==> config.mk <==
export PLATFORM = sky130hd
export DESIGN_NAME = oaht_queue
export DESIGN_NICKNAME = d
export VERILOG_FILES = /design/src/design/oaht_pkg.sv /design/src/design/oaht_queue.sv
export VERILOG_INCLUDE_DIRS = /design/src /design/src/design
export SDC_FILE = /design/constraint.sdc
export NUM_CORES = 1
export LEC_CHECK = 0
export BUFFER_PORTS_ARGS = -buffer_cell sky130_fd_sc_hd__buf_2
export CAP_MARGIN = 0
export CORE_UTILIZATION = 30
export DETAILED_ROUTE_END_ITERATION = 12
export GPL_TIMING_DRIVEN = 1
export SETUP_SLACK_MARGIN = 0.2
export SKIP_CTS_REPAIR_TIMING = 1
export SYNTH_ARGS = -nofsm -noshare
export SYNTH_HDL_FRONTEND = slang
export SYNTH_SLANG_ARGS = --single-unit
export TNS_END_PERCENT = 1
==> constraint.sdc <==
create_clock -name clk -period 4.4 [get_ports clk]
set_clock_uncertainty 0.15 [all_clocks]
set_input_delay 0.44 -clock clk [delete_from_list [all_inputs] [get_ports clk]]
set_output_delay 0.44 -clock clk [all_outputs]
set_load 0.02 [all_outputs]
==> src/design/open_addressing_hash_table_unit_defines.svh <==
// Assertion macros shared by the hash table unit modules.
`ifndef OPEN_ADDRESSING_HASH_TABLE_UNIT_DEFINES_SVH
`define OPEN_ADDRESSING_HASH_TABLE_UNIT_DEFINES_SVH

// Same-cycle implication, checked on every rising edge outside reset.
`define OAHT_CHECK(label, ante, cons, msg) \
  label: assert property (@(posedge clk) disable iff (rst) (ante) |-> (cons)) \
    else $error(msg);

// Next-cycle implication, checked on every rising edge outside reset.
`define OAHT_CHECK_NEXT(label, ante, cons, msg) \
  label: assert property (@(posedge clk) disable iff (rst) (ante) |=> (cons)) \
    else $error(msg);

`endif

==> src/design/oaht_pkg.sv <==
// Constants, codes, types and helper functions of the hash table unit.
`default_nettype none

package oaht_pkg;

  // Table geometry
  localparam int TABLE_DEPTH   = 1024;
  localparam int PROBE_LIMIT   = 5;
  localparam int KEY_BYTES_MAX = 8;

  localparam int SLOT_W  = $clog2(TABLE_DEPTH);
  localparam int M_W     = SLOT_W + 1;
  localparam int SIZE_W  = 11;
  localparam int KEY_W   = 64;
  localparam int LEN_W   = 4;
  localparam int ACT_W   = 2;
  localparam int STATUS_W = 3;
  localparam int SUM_W   = $clog2(KEY_BYTES_MAX * 255 + 1);
  localparam int STEP_W  = $clog2(SUM_W + 1);
  localparam int PCNT_W  = $clog2(PROBE_LIMIT + 1);

  // Request queue between front and back
  localparam int Q_DEPTH = 2;
  localparam int Q_PTR_W = $clog2(Q_DEPTH);
  localparam int Q_CNT_W = $clog2(Q_DEPTH + 1);

  // Stream payload widths
  localparam int IN_DATA_W  = 72;
  localparam int OUT_DATA_W = 24;

  // Register file
  localparam int CFG_ADDR_W = 3;
  localparam int APB_DATA_W = 32;
  localparam logic [CFG_ADDR_W-3:0] REG_TABLE_SIZE = '0;
  localparam logic [SIZE_W-1:0] SIZE_RESET = SIZE_W'(1024);

  // Action codes (codes 2 and 3 act as a search)
  localparam logic [ACT_W-1:0] ACT_INSERT = 2'd0;
  localparam logic [ACT_W-1:0] ACT_REMOVE = 2'd1;

  // Status codes
  localparam logic [STATUS_W-1:0] ST_INSERTED  = 3'd0;
  localparam logic [STATUS_W-1:0] ST_PRESENT   = 3'd1;
  localparam logic [STATUS_W-1:0] ST_FULL      = 3'd2;
  localparam logic [STATUS_W-1:0] ST_REMOVED   = 3'd3;
  localparam logic [STATUS_W-1:0] ST_NOT_FOUND = 3'd4;
  localparam logic [STATUS_W-1:0] ST_FOUND     = 3'd5;

  // Classified request: masked key, clamped length and home slot
  typedef struct packed {
    logic [ACT_W-1:0]  action;
    logic [KEY_W-1:0]  key;
    logic [LEN_W-1:0]  len;
    logic [SLOT_W-1:0] home;
  } oaht_req_t;

  // Result, status in the low bits
  typedef struct packed {
    logic [SIZE_W-1:0]   entry_count;
    logic [SLOT_W-1:0]   slot_index;
    logic [STATUS_W-1:0] status;
  } oaht_rsp_t;

  // Effective modulus: zero reads as one, oversize saturates to the depth
  function automatic logic [M_W-1:0] eff_size(input logic [SIZE_W-1:0] ts);
    logic [M_W-1:0] m;
    if (ts == '0) begin
      m = M_W'(1);
    end else if (ts > SIZE_W'(TABLE_DEPTH)) begin
      m = M_W'(TABLE_DEPTH);
    end else begin
      m = M_W'(ts);
    end
    return m;
  endfunction

endpackage

`default_nettype wire

==> src/design/oaht_queue.sv <==
// Short request queue that decouples the hashing front from the probing back.
`default_nettype none
`include "open_addressing_hash_table_unit_defines.svh"

module oaht_queue import oaht_pkg::*; (
  input  logic      clk,
  input  logic      rst,
  input  logic      push_valid,
  output logic      push_ready,
  input  oaht_req_t push_item,
  output logic      pop_valid,
  input  logic      pop_ready,
  output oaht_req_t pop_item
);

  oaht_req_t          fifo_mem [Q_DEPTH];
  logic [Q_PTR_W-1:0] wr_ptr;
  logic [Q_PTR_W-1:0] rd_ptr;
  logic [Q_CNT_W-1:0] count;
  logic               push_fire;
  logic               pop_fire;

  assign push_ready = (count != Q_CNT_W'(Q_DEPTH));
  assign pop_valid  = (count != '0);
  assign pop_item   = fifo_mem[rd_ptr];
  assign push_fire  = push_valid && push_ready;
  assign pop_fire   = pop_valid && pop_ready;

  always_ff @(posedge clk) begin
    if (rst) begin
      wr_ptr <= '0;
      rd_ptr <= '0;
      count  <= '0;
    end else begin
      if (push_fire) begin
        wr_ptr <= (wr_ptr == Q_PTR_W'(Q_DEPTH - 1)) ? '0 : wr_ptr + 1'b1;
      end
      if (pop_fire) begin
        rd_ptr <= (rd_ptr == Q_PTR_W'(Q_DEPTH - 1)) ? '0 : rd_ptr + 1'b1;
      end
      if (push_fire && !pop_fire) begin
        count <= count + 1'b1;
      end else if (pop_fire && !push_fire) begin
        count <= count - 1'b1;
      end
    end
  end

  always_ff @(posedge clk) begin
    if (push_fire) begin
      fifo_mem[wr_ptr] <= push_item;
    end
  end

  `OAHT_CHECK_NEXT(a_q_fill, push_fire && !pop_fire, count == $past(count) + 1'b1, "queue fill count slipped")

endmodule

`default_nettype wire

==> flow_metrics.tcl <==
set metrics [dict create \
    status "completed" \
    relSlewSlack_pct 26.6 \
    vias 3052 \
    min_path_cells 1 \
    grt_first_pass_wirelength_mm 16.2 \
    crit_path_start_kind "flip-flop" \
    syn_inst 273 \
    cts_made_buffers 17 \
    worstSkewPairLatency_ns 0.41 \
    drv_cap 0 \
    die_h_um 143 \
    finalSetupTns_ns 0 \
    endpoint_kind "output port" \
    ir_drop_uv 428 \
    ys_types 18 \
    port_buffers 165 \
    layout.cells.non_filler 728 \
    path_clk_slew_ns 0.06 \
    drt_pre_antenna_iters 4 \
    synthArstFlopShare_pct 0 \
    avgSynthCellArea_um2 21.9 \
    drc 0 \
    rrSetupSlack_ns 1.98 \
    ys_warn_count 0 \
    grt_pass1_vias 3227 \
    cts_root_buf "clkbuf_16" \
    reg2reg_depth 4 \
    finalSetupViolCount 0 \
    fillers 1836 \
    hold_class "primary input to flip-flop" \
    fmax_mhz 368 \
    ioPinCount 166 \
    dp_hpwl_mm 6.82 \
    crit_arrival_ns 2.13 \
    grt_usage_pct 10.7 \
    htreeDepth 4 \
    post-route-min-period_ns 2.72 \
    synth_edf_count 160 \
    tightest_slew_ns 1.10 \
    vias_per_cell 4.19 \
    antenna_cells 0 \
    power_density_nw_per_um2 601 \
    die_width_um 143 \
    layout_common_cells "buf_2 (165), edfxtp_1 (160), mux2_2 (80)" \
    synth_seq_cells 165 \
    r2r-start "count[0]" \
    design.die.area_um2 20500 \
    rows 51 \
    r2r_end "fifo_mem[0][43]" \
    grt_setup_unrepaired "no" \
    synth-seq-area-share_pct 81.9 \
    synth_flop_cell "edfxtp_1" \
    dp_cells 696 \
    globalRouteOverflowTotal 0 \
    min_from "push_item[49]" \
    core_region_area_um2 19500 \
    routedWlPerCell_um 14.8 \
    final_common_cell "buf_2" \
    start_util_pct 30.7 \
    synth_area_um2 5990 \
    p_total_mw 4.62 \
    layout-drive-gt1-share_pct 61.1 \
    cts_tree "built" \
    drtIter0Drc 84 \
    wirelength_mm 10.8 \
    crit_required_ns 3.81 \
    grt_antenna_before_repair 0 \
    timing.final.crit_share_pct 61.8 \
    final_util_pct 39.4 \
    min_to "fifo_mem[1][49]" \
    grt_max_degree 81 \
    path_max_fanout 80 \
    clockBufferDepth 2 \
    crit_type "flip-flop to output port" \
    nets 535 \
    syn2layout_area_growth_pct 28.4 \
    power.leakage_nw 2.83 \
    place.gp.congestion 0.657 \
    clock-sinks 165 \
    slew_viol_final 0 \
    synth_nets 358 \
    detail-route-antenna-nets 0 \
    hold_viol 0 \
]
metrics by stage:
step	worst slack (ns)	hold WS, ns	area, µm²
3_3_place_gp	2.04	0.339	7110
5_1_grt	1.53	0.0354	7690
3_5_place_dp	1.94	0.353	7110
2_1_floorplan	1.16	0.321	5990
4_1_cts	1.62	0.0424	7690
6_report	1.68	0.0641	7690
Yosys cell counts (2+ instances only):
cell,instances,area (µm²)
nor2_1,3,11.3
buf_4,5,37.5
edfxtp_1,160,4800
xor2_1,3,26.3
o21ai_0,2,10.0
mux2_2,80,901
buf_2,4,20.0
a21oi_1,2,10.0
dfxtp_1,5,100
flip-flops by register name (all words and copies together) (netlist names), named ones only:
signal	count
fifo_mem	160
count	2
rd_ptr	1
wr_ptr	1
cells by family after synthesis:
kind of cell               after synthesis  synth area share, %
muxes                                   80                 15.1
buffers and inverters                   10                 1.02
xor gates and xnor gates                 3                0.439
adders and majority gates                1                0.209
DFF                                    165                 81.9
and+or+nand+nor                          9                0.836
AOI/OAI and AO/OA                        5                0.502
layer usage:
layer | up-vias | track usage [%] | wire length [µm]
li1 | 1435 | - | -
met1 | 1507 | 12.0 | 4410
met2 | 106 | 18.2 | 5490
met3 | 4 | 4.36 | 826
met4 | 0 | 3.98 | 72
met5 | - | 0 | 0
how the worst max path moves through the flow:
stage	from	to	depth (start not counted)
2_1_floorplan	count[0]	fifo_mem[1][0]	2
3_3_place_gp	count[0]	fifo_mem[0][76]	4
3_5_place_dp	count[0]	fifo_mem[0][77]	4
4_1_cts	flip-flop	pop_item[14]	2
5_1_grt	flip-flop	pop_item[17]	2
6_report	flip-flop	pop_item[17]	2
worst max-delay path: stages (launching register included):
cell and delay, ns:
dfxtp_4 1.06, mux2_2 0.43, buf_2 0.16
cell type report:
cell class / count / area [µm²] / area share, %
sequential: 165 / 4910 / 63.9
clock buffer: 17 / 425 / 5.53
tap: 265 / 332 / 4.31
inverter: 1 / 5.00 / 0.0651
timing repair buffer: 167 / 841 / 10.9
multi-input combinational: 98 / 1020 / 13.3
clock inverter: 15 / 151 / 1.97
where the power goes:
part	internal (mW)	switching [mW]	leakage (nW)
logic	0.461	0.616	1.01
clock network	0.838	0.594	0.282
registers	1.97	0.146	1.54
total	3.27	1.36	2.83
(Power assumes the default switching activity.)
