File: config.mk
export PLATFORM = sky130hd
export DESIGN_NAME = oaht_front
export DESIGN_NICKNAME = d
export VERILOG_FILES = /design/src/design/oaht_pkg.sv /design/src/design/oaht_front.sv
export VERILOG_INCLUDE_DIRS = /design/src /design/src/design
export SDC_FILE = /design/constraint.sdc
export NUM_CORES = 1
export LEC_CHECK = 0
export BUFFER_PORTS_ARGS = -buffer_cell sky130_fd_sc_hd__buf_2
export CELL_PAD_IN_SITES_DETAIL_PLACEMENT = 0
export CELL_PAD_IN_SITES_GLOBAL_PLACEMENT = 1
export CORE_UTILIZATION = 42
export DETAILED_ROUTE_END_ITERATION = 7
export HOLD_SLACK_MARGIN = 0.03
export PLACE_DENSITY_LB_ADDON = 0.12
export SYNTH_ARGS = -nofsm -noshare
export SYNTH_HDL_FRONTEND = slang
export SYNTH_SLANG_ARGS = --single-unit
File: constraint.sdc
create_clock -name clk -period 14.5 [get_ports clk]
set_input_delay 2.9 -clock clk [delete_from_list [all_inputs] [get_ports clk]]
set_output_delay 2.9 -clock clk [all_outputs]
set_load 0.02 [all_outputs]
File: src/design/open_addressing_hash_table_unit_defines.svh
// Assertion macros shared by the hash table unit modules.
`ifndef OPEN_ADDRESSING_HASH_TABLE_UNIT_DEFINES_SVH
`define OPEN_ADDRESSING_HASH_TABLE_UNIT_DEFINES_SVH

// Same-cycle implication, checked on every rising edge outside reset.
`define OAHT_CHECK(label, ante, cons, msg) \
  label: assert property (@(posedge clk) disable iff (rst) (ante) |-> (cons)) \
    else $error(msg);

// Next-cycle implication, checked on every rising edge outside reset.
`define OAHT_CHECK_NEXT(label, ante, cons, msg) \
  label: assert property (@(posedge clk) disable iff (rst) (ante) |=> (cons)) \
    else $error(msg);

`endif

File: src/design/oaht_pkg.sv
// Constants, codes, types and helper functions of the hash table unit.
`default_nettype none

package oaht_pkg;

  // Table geometry
  localparam int TABLE_DEPTH   = 1024;
  localparam int PROBE_LIMIT   = 5;
  localparam int KEY_BYTES_MAX = 8;

  localparam int SLOT_W  = $clog2(TABLE_DEPTH);
  localparam int M_W     = SLOT_W + 1;
  localparam int SIZE_W  = 11;
  localparam int KEY_W   = 64;
  localparam int LEN_W   = 4;
  localparam int ACT_W   = 2;
  localparam int STATUS_W = 3;
  localparam int SUM_W   = $clog2(KEY_BYTES_MAX * 255 + 1);
  localparam int STEP_W  = $clog2(SUM_W + 1);
  localparam int PCNT_W  = $clog2(PROBE_LIMIT + 1);

  // Request queue between front and back
  localparam int Q_DEPTH = 2;
  localparam int Q_PTR_W = $clog2(Q_DEPTH);
  localparam int Q_CNT_W = $clog2(Q_DEPTH + 1);

  // Stream payload widths
  localparam int IN_DATA_W  = 72;
  localparam int OUT_DATA_W = 24;

  // Register file
  localparam int CFG_ADDR_W = 3;
  localparam int APB_DATA_W = 32;
  localparam logic [CFG_ADDR_W-3:0] REG_TABLE_SIZE = '0;
  localparam logic [SIZE_W-1:0] SIZE_RESET = SIZE_W'(1024);

  // Action codes (codes 2 and 3 act as a search)
  localparam logic [ACT_W-1:0] ACT_INSERT = 2'd0;
  localparam logic [ACT_W-1:0] ACT_REMOVE = 2'd1;

  // Status codes
  localparam logic [STATUS_W-1:0] ST_INSERTED  = 3'd0;
  localparam logic [STATUS_W-1:0] ST_PRESENT   = 3'd1;
  localparam logic [STATUS_W-1:0] ST_FULL      = 3'd2;
  localparam logic [STATUS_W-1:0] ST_REMOVED   = 3'd3;
  localparam logic [STATUS_W-1:0] ST_NOT_FOUND = 3'd4;
  localparam logic [STATUS_W-1:0] ST_FOUND     = 3'd5;

  // Classified request: masked key, clamped length and home slot
  typedef struct packed {
    logic [ACT_W-1:0]  action;
    logic [KEY_W-1:0]  key;
    logic [LEN_W-1:0]  len;
    logic [SLOT_W-1:0] home;
  } oaht_req_t;

  // Result, status in the low bits
  typedef struct packed {
    logic [SIZE_W-1:0]   entry_count;
    logic [SLOT_W-1:0]   slot_index;
    logic [STATUS_W-1:0] status;
  } oaht_rsp_t;

  // Effective modulus: zero reads as one, oversize saturates to the depth
  function automatic logic [M_W-1:0] eff_size(input logic [SIZE_W-1:0] ts);
    logic [M_W-1:0] m;
    if (ts == '0) begin
      m = M_W'(1);
    end else if (ts > SIZE_W'(TABLE_DEPTH)) begin
      m = M_W'(TABLE_DEPTH);
    end else begin
      m = M_W'(ts);
    end
    return m;
  endfunction

endpackage

`default_nettype wire

File: src/design/oaht_front.sv
// Front end: takes requests, masks the key, hashes it and reduces the hash bit-serially.
`default_nettype none
`include "open_addressing_hash_table_unit_defines.svh"

module oaht_front import oaht_pkg::*; (
  input  logic              clk,
  input  logic              rst,
  input  logic [SIZE_W-1:0] table_size,
  input  logic              in_valid,
  output logic              in_ready,
  input  logic [ACT_W-1:0]  action,
  input  logic [KEY_W-1:0]  key_bytes,
  input  logic [LEN_W-1:0]  key_length,
  output logic              push_valid,
  input  logic              push_ready,
  output oaht_req_t         push_item
);

  localparam logic [1:0] F_IDLE = 2'd0;
  localparam logic [1:0] F_DIV  = 2'd1;
  localparam logic [1:0] F_PUSH = 2'd2;

  logic [1:0]        state;
  logic [STEP_W-1:0] step;
  logic [SUM_W-1:0]  sum_q;
  logic [SLOT_W-1:0] rem;
  logic [ACT_W-1:0]  act_q;
  logic [KEY_W-1:0]  key_q;
  logic [LEN_W-1:0]  len_q;

  logic [M_W-1:0]    m_eff;
  logic [LEN_W-1:0]  len_sat;
  logic [KEY_W-1:0]  key_mask;
  logic [SUM_W-1:0]  byte_sum;
  logic [M_W-1:0]    rem_shift;
  logic [SLOT_W-1:0] rem_next;

  always_comb begin
    m_eff   = eff_size(table_size);
    len_sat = (key_length > LEN_W'(KEY_BYTES_MAX)) ? LEN_W'(KEY_BYTES_MAX) : key_length;
    key_mask = '0;
    byte_sum = '0;
    for (int i = 0; i < KEY_BYTES_MAX; i++) begin
      if (LEN_W'(i) < len_sat) begin
        key_mask[8*i +: 8] = key_bytes[8*i +: 8];
        byte_sum = byte_sum + SUM_W'(key_bytes[8*i +: 8]);
      end
    end
    // one restoring step of sum % m, MSB first
    rem_shift = {rem, sum_q[SUM_W-1]};
    rem_next  = (rem_shift >= m_eff) ? SLOT_W'(rem_shift - m_eff) : SLOT_W'(rem_shift);
  end

  assign in_ready   = (state == F_IDLE);
  assign push_valid = (state == F_PUSH);
  assign push_item  = '{action: act_q, key: key_q, len: len_q, home: rem};

  always_ff @(posedge clk) begin
    if (rst) begin
      state <= F_IDLE;
      step  <= '0;
    end else begin
      unique case (state)
        F_IDLE: begin
          if (in_valid) begin
            state <= F_DIV;
            step  <= STEP_W'(SUM_W);
          end
        end
        F_DIV: begin
          step <= step - 1'b1;
          if (step == STEP_W'(1)) begin
            state <= F_PUSH;
          end
        end
        F_PUSH: begin
          if (push_ready) begin
            state <= F_IDLE;
          end
        end
        default: state <= F_IDLE;
      endcase
    end
  end

  always_ff @(posedge clk) begin
    if (state == F_IDLE && in_valid) begin
      act_q <= action;
      key_q <= key_mask;
      len_q <= len_sat;
      sum_q <= byte_sum;
      rem   <= '0;
    end else if (state == F_DIV) begin
      rem   <= rem_next;
      sum_q <= {sum_q[SUM_W-2:0], 1'b0};
    end
  end

  `OAHT_CHECK(a_home_in_table, push_valid, M_W'(push_item.home) < m_eff, "home slot outside table")

endmodule

`default_nettype wire

==> metrics <==
status=completed; Reg clk slew, reported paths=0.08 ns; post-synthesis cell type count=75; skew final=0.005836 ns; Data arrival, critical path=12.84 ns; Worst Path Max Fanout=16; H-tree depth=3; Final Hold Fails=0; Final TNS setup=0 ns; Syn Inst Count=834; syn nets=996; Relative slew margins=29.87%; Peak VDD IR=94.89 µV; post-synthesis cell area=7741 µm²; #FFs+latches synth=97; Root Driver=clkbuf_16; EDFF count, synth=81; Setup Buffers After CTS=0; core area=18020 µm²; Leakage=0.004089 µW; post-route minimum period=12.61 ns; routed via count=6570; vias per std cell=5.355; layout cell share with drive strength beyond 1=22.24%; initial antenna violation count=0; leading area contributor after synthesis=edfxtp_1; # DRC=0; Synth warnings=0; RSZ-0062 raised after global routing=false; met1 Usage GRT=29.39%; Num CTS Buffers=9; number of port buffers=166; dpl ws=1.565 ns; die area=18980 µm²; diode count=0; area added between synthesis and finish=17.63%; maximum clock rate=79.29 MHz; first-pass GRT wire length=31.31 mm; Die Wd=137.8 µm; antenna-violating nets left=0; DR pass1 iterations=4; initial core utilization=42.95%; post-synth top area share=31.42%; total power=1823 µW; Worst Tran Pin Value=1.052 ns; grt met3 use=3.091%; CP Data Required Time=14.73 ns; post-cts sizing count=0; Worst Setup Start Kind=input pin; Crit Path Class=input pin to flip-flop; Die H=137.8 µm; clk buf depth=2; row count=49; Slowest Stage Delay on Critical Path=0.82 ns; post-detail-place hpwl=15.61 mm; GRT met2 Usage=35.29%; Layout Nets=1155; final worst path period share=86.98%; power per cell area=200.2 nW/µm²; gp weighted congestion=0.8369; final worst setup slack=1.888 ns; Post-synth top flop=edfxtp_1; # hold bufs at CTS=0; Synth async-reset ratio=0%; sequential area share after synthesis=35.56%; number of DRC markers in iteration 0=324; I/O pin count=167; Final Slew Violations=0; maxcap violations=0; largest net degree at the start of global routing=81; routed wire length=20.06 mm; syn avg cell area=9.282 µm²; global-route usage over all layers=21.63%; vias in the first global route=6087; dominant cells by area after synthesis=edfxtp_1 (31%), ha_1 (11%), nor2b_1 (4.2%); GRT overflow=0; Worst setup EP type=flip-flop; Worst-Skew Late Latency=0.36 ns; CTS sink cnt=97; hold crit path type=flip-flop to flip-flop; grt peak-use layer=met2; CP max stage cell=nor2_1; final setup fails=0; CTS tree=done; WL/cell=16.35 µm
-- logic make-up after synthesis --
kind of cell	share of synthesized area, %
simple gates	19.02
xor+xnor	4.720
flops	35.56
mux	3.653
fa+ha+maj	13.22
compound gates	20.04
buf+inv	3.782
-- critical path, delay by kind of cell --
| kind | cells | cell delay [ns] |
|---|---|---|
| AOI/OAI and AO/OA | 21 | 3.98 |
| and+or+nand+nor | 11 | 2.82 |
| adders and majority gates | 8 | 2.66 |
| buffers and inverters | 3 | 0.30 |
| xor gates and xnor gates | 1 | 0.16 |
-- path summary, 6_finish.rpt --
path | startpoint | end | slack, ns | depth (start not counted)
setup / recovery | key_length[2] | sum_q[10]$_DFFE_PP_ | 1.89 | 44
setup reg to reg | rem[0]$_SDFFE_PP0P_ | rem[6]$_SDFFE_PP0P_ | 11.20 | 12
hold reg to reg | step[3]$_SDFFE_PP0P_ | step[3]$_SDFFE_PP0P_ | 0.47 | 1
hold / removal | step[3]$_SDFFE_PP0P_ | step[3]$_SDFFE_PP0P_ | 0.47 | 1
-- final cells by class --
cell class | instances | area (µm²)
Clock inverter | 7 | 66.31
Clock buffer | 9 | 225.2
Tap cell | 229 | 286.5
Timing Repair Buffer | 174 | 890.9
Multi-Input combinational cell | 663 | 4703
Sequential cell | 97 | 2753
Inverter | 48 | 181.4
Fill cell | 1785 | 8919
-- registers in the layout, indices dropped and copies added (netlist names) --
signal,flops
len_q,4
state,2
rem,10
key_q,64
sum_q,11
act_q,2
step,4
-- stage by stage --
stage                     util, %  instances  hold slack, ns  cell area (µm²)
after detailed placement    48.90       1211          0.4636             8815
after floorplan                 -        834          0.4331             7741
after global routing        50.52       1227          0.5171             9106
after global placement      48.90       1211          0.4625             8815
after CTS                   50.52       1227          0.4747             9106
final                       50.52       1227          0.4732             9106
-- synth_stat cells, types with 4 or more instances --
library cell / instances
buf_2: 6
clkbuf_1: 19
nand2b_1: 11
and2_1: 31
o21bai_1: 8
a211oi_1: 14
nand2_1: 60
o21a_1: 10
inv_1: 47
xnor2_1: 26
fa_1: 8
dfxtp_1: 16
a21o_1: 21
nand4_1: 5
a31oi_1: 6
nor3_1: 11
or2_2: 4
xor2_1: 13
nor2_1: 70
and3_1: 7
o31ai_1: 5
mux2i_1: 17
nor2b_1: 52
nand3_1: 12
edfxtp_1: 81
mux2_2: 10
or3_1: 6
a21oi_1: 57
ha_1: 69
nor4_1: 7
o21ai_0: 54
-- routing by layer --
metal	vias up	wire (µm)
met5	-	0
met4	0	335
met3	20	850
met2	160	9235
met1	3034	9642
li1	3356	-
-- power breakdown --
part / leakage (µW) / internal [µW] / switching (µW)
combinational: 0.00303 / 524 / 675
sequential: 0.000920 / 363 / 20.4
clock: 0.000140 / 120 / 121
total: 0.00409 / 1010 / 816
-- placed cells by master, fill, tap and decap left out, types with 4 or more instances in the layout --
| cell type | instances |
|---|---|
| a211oi_1 | 14 |
| a21o_1 | 21 |
| a21oi_1 | 57 |
| a31oi_1 | 6 |
| and2_1 | 31 |
| and3_1 | 7 |
| buf_2 | 166 |
| buf_4 | 8 |
| clkbuf_16 | 9 |
| dfxtp_1 | 16 |
| edfxtp_1 | 81 |
| fa_1 | 8 |
| ha_1 | 69 |
| inv_1 | 46 |
| mux2_2 | 10 |
| mux2i_1 | 17 |
| nand2_1 | 60 |
| nand2b_1 | 11 |
| nand3_1 | 12 |
| nand4_1 | 5 |
| nor2_1 | 70 |
| nor2b_1 | 52 |
| nor3_1 | 11 |
| nor4_1 | 7 |
| o21a_1 | 10 |
| o21ai_0 | 54 |
| o21bai_1 | 8 |
| o31ai_1 | 5 |
| or2_2 | 4 |
| or3_1 | 6 |
| xnor2_1 | 26 |
| xor2_1 | 13 |
Note: power is estimated with default switching activity, not from simulation.
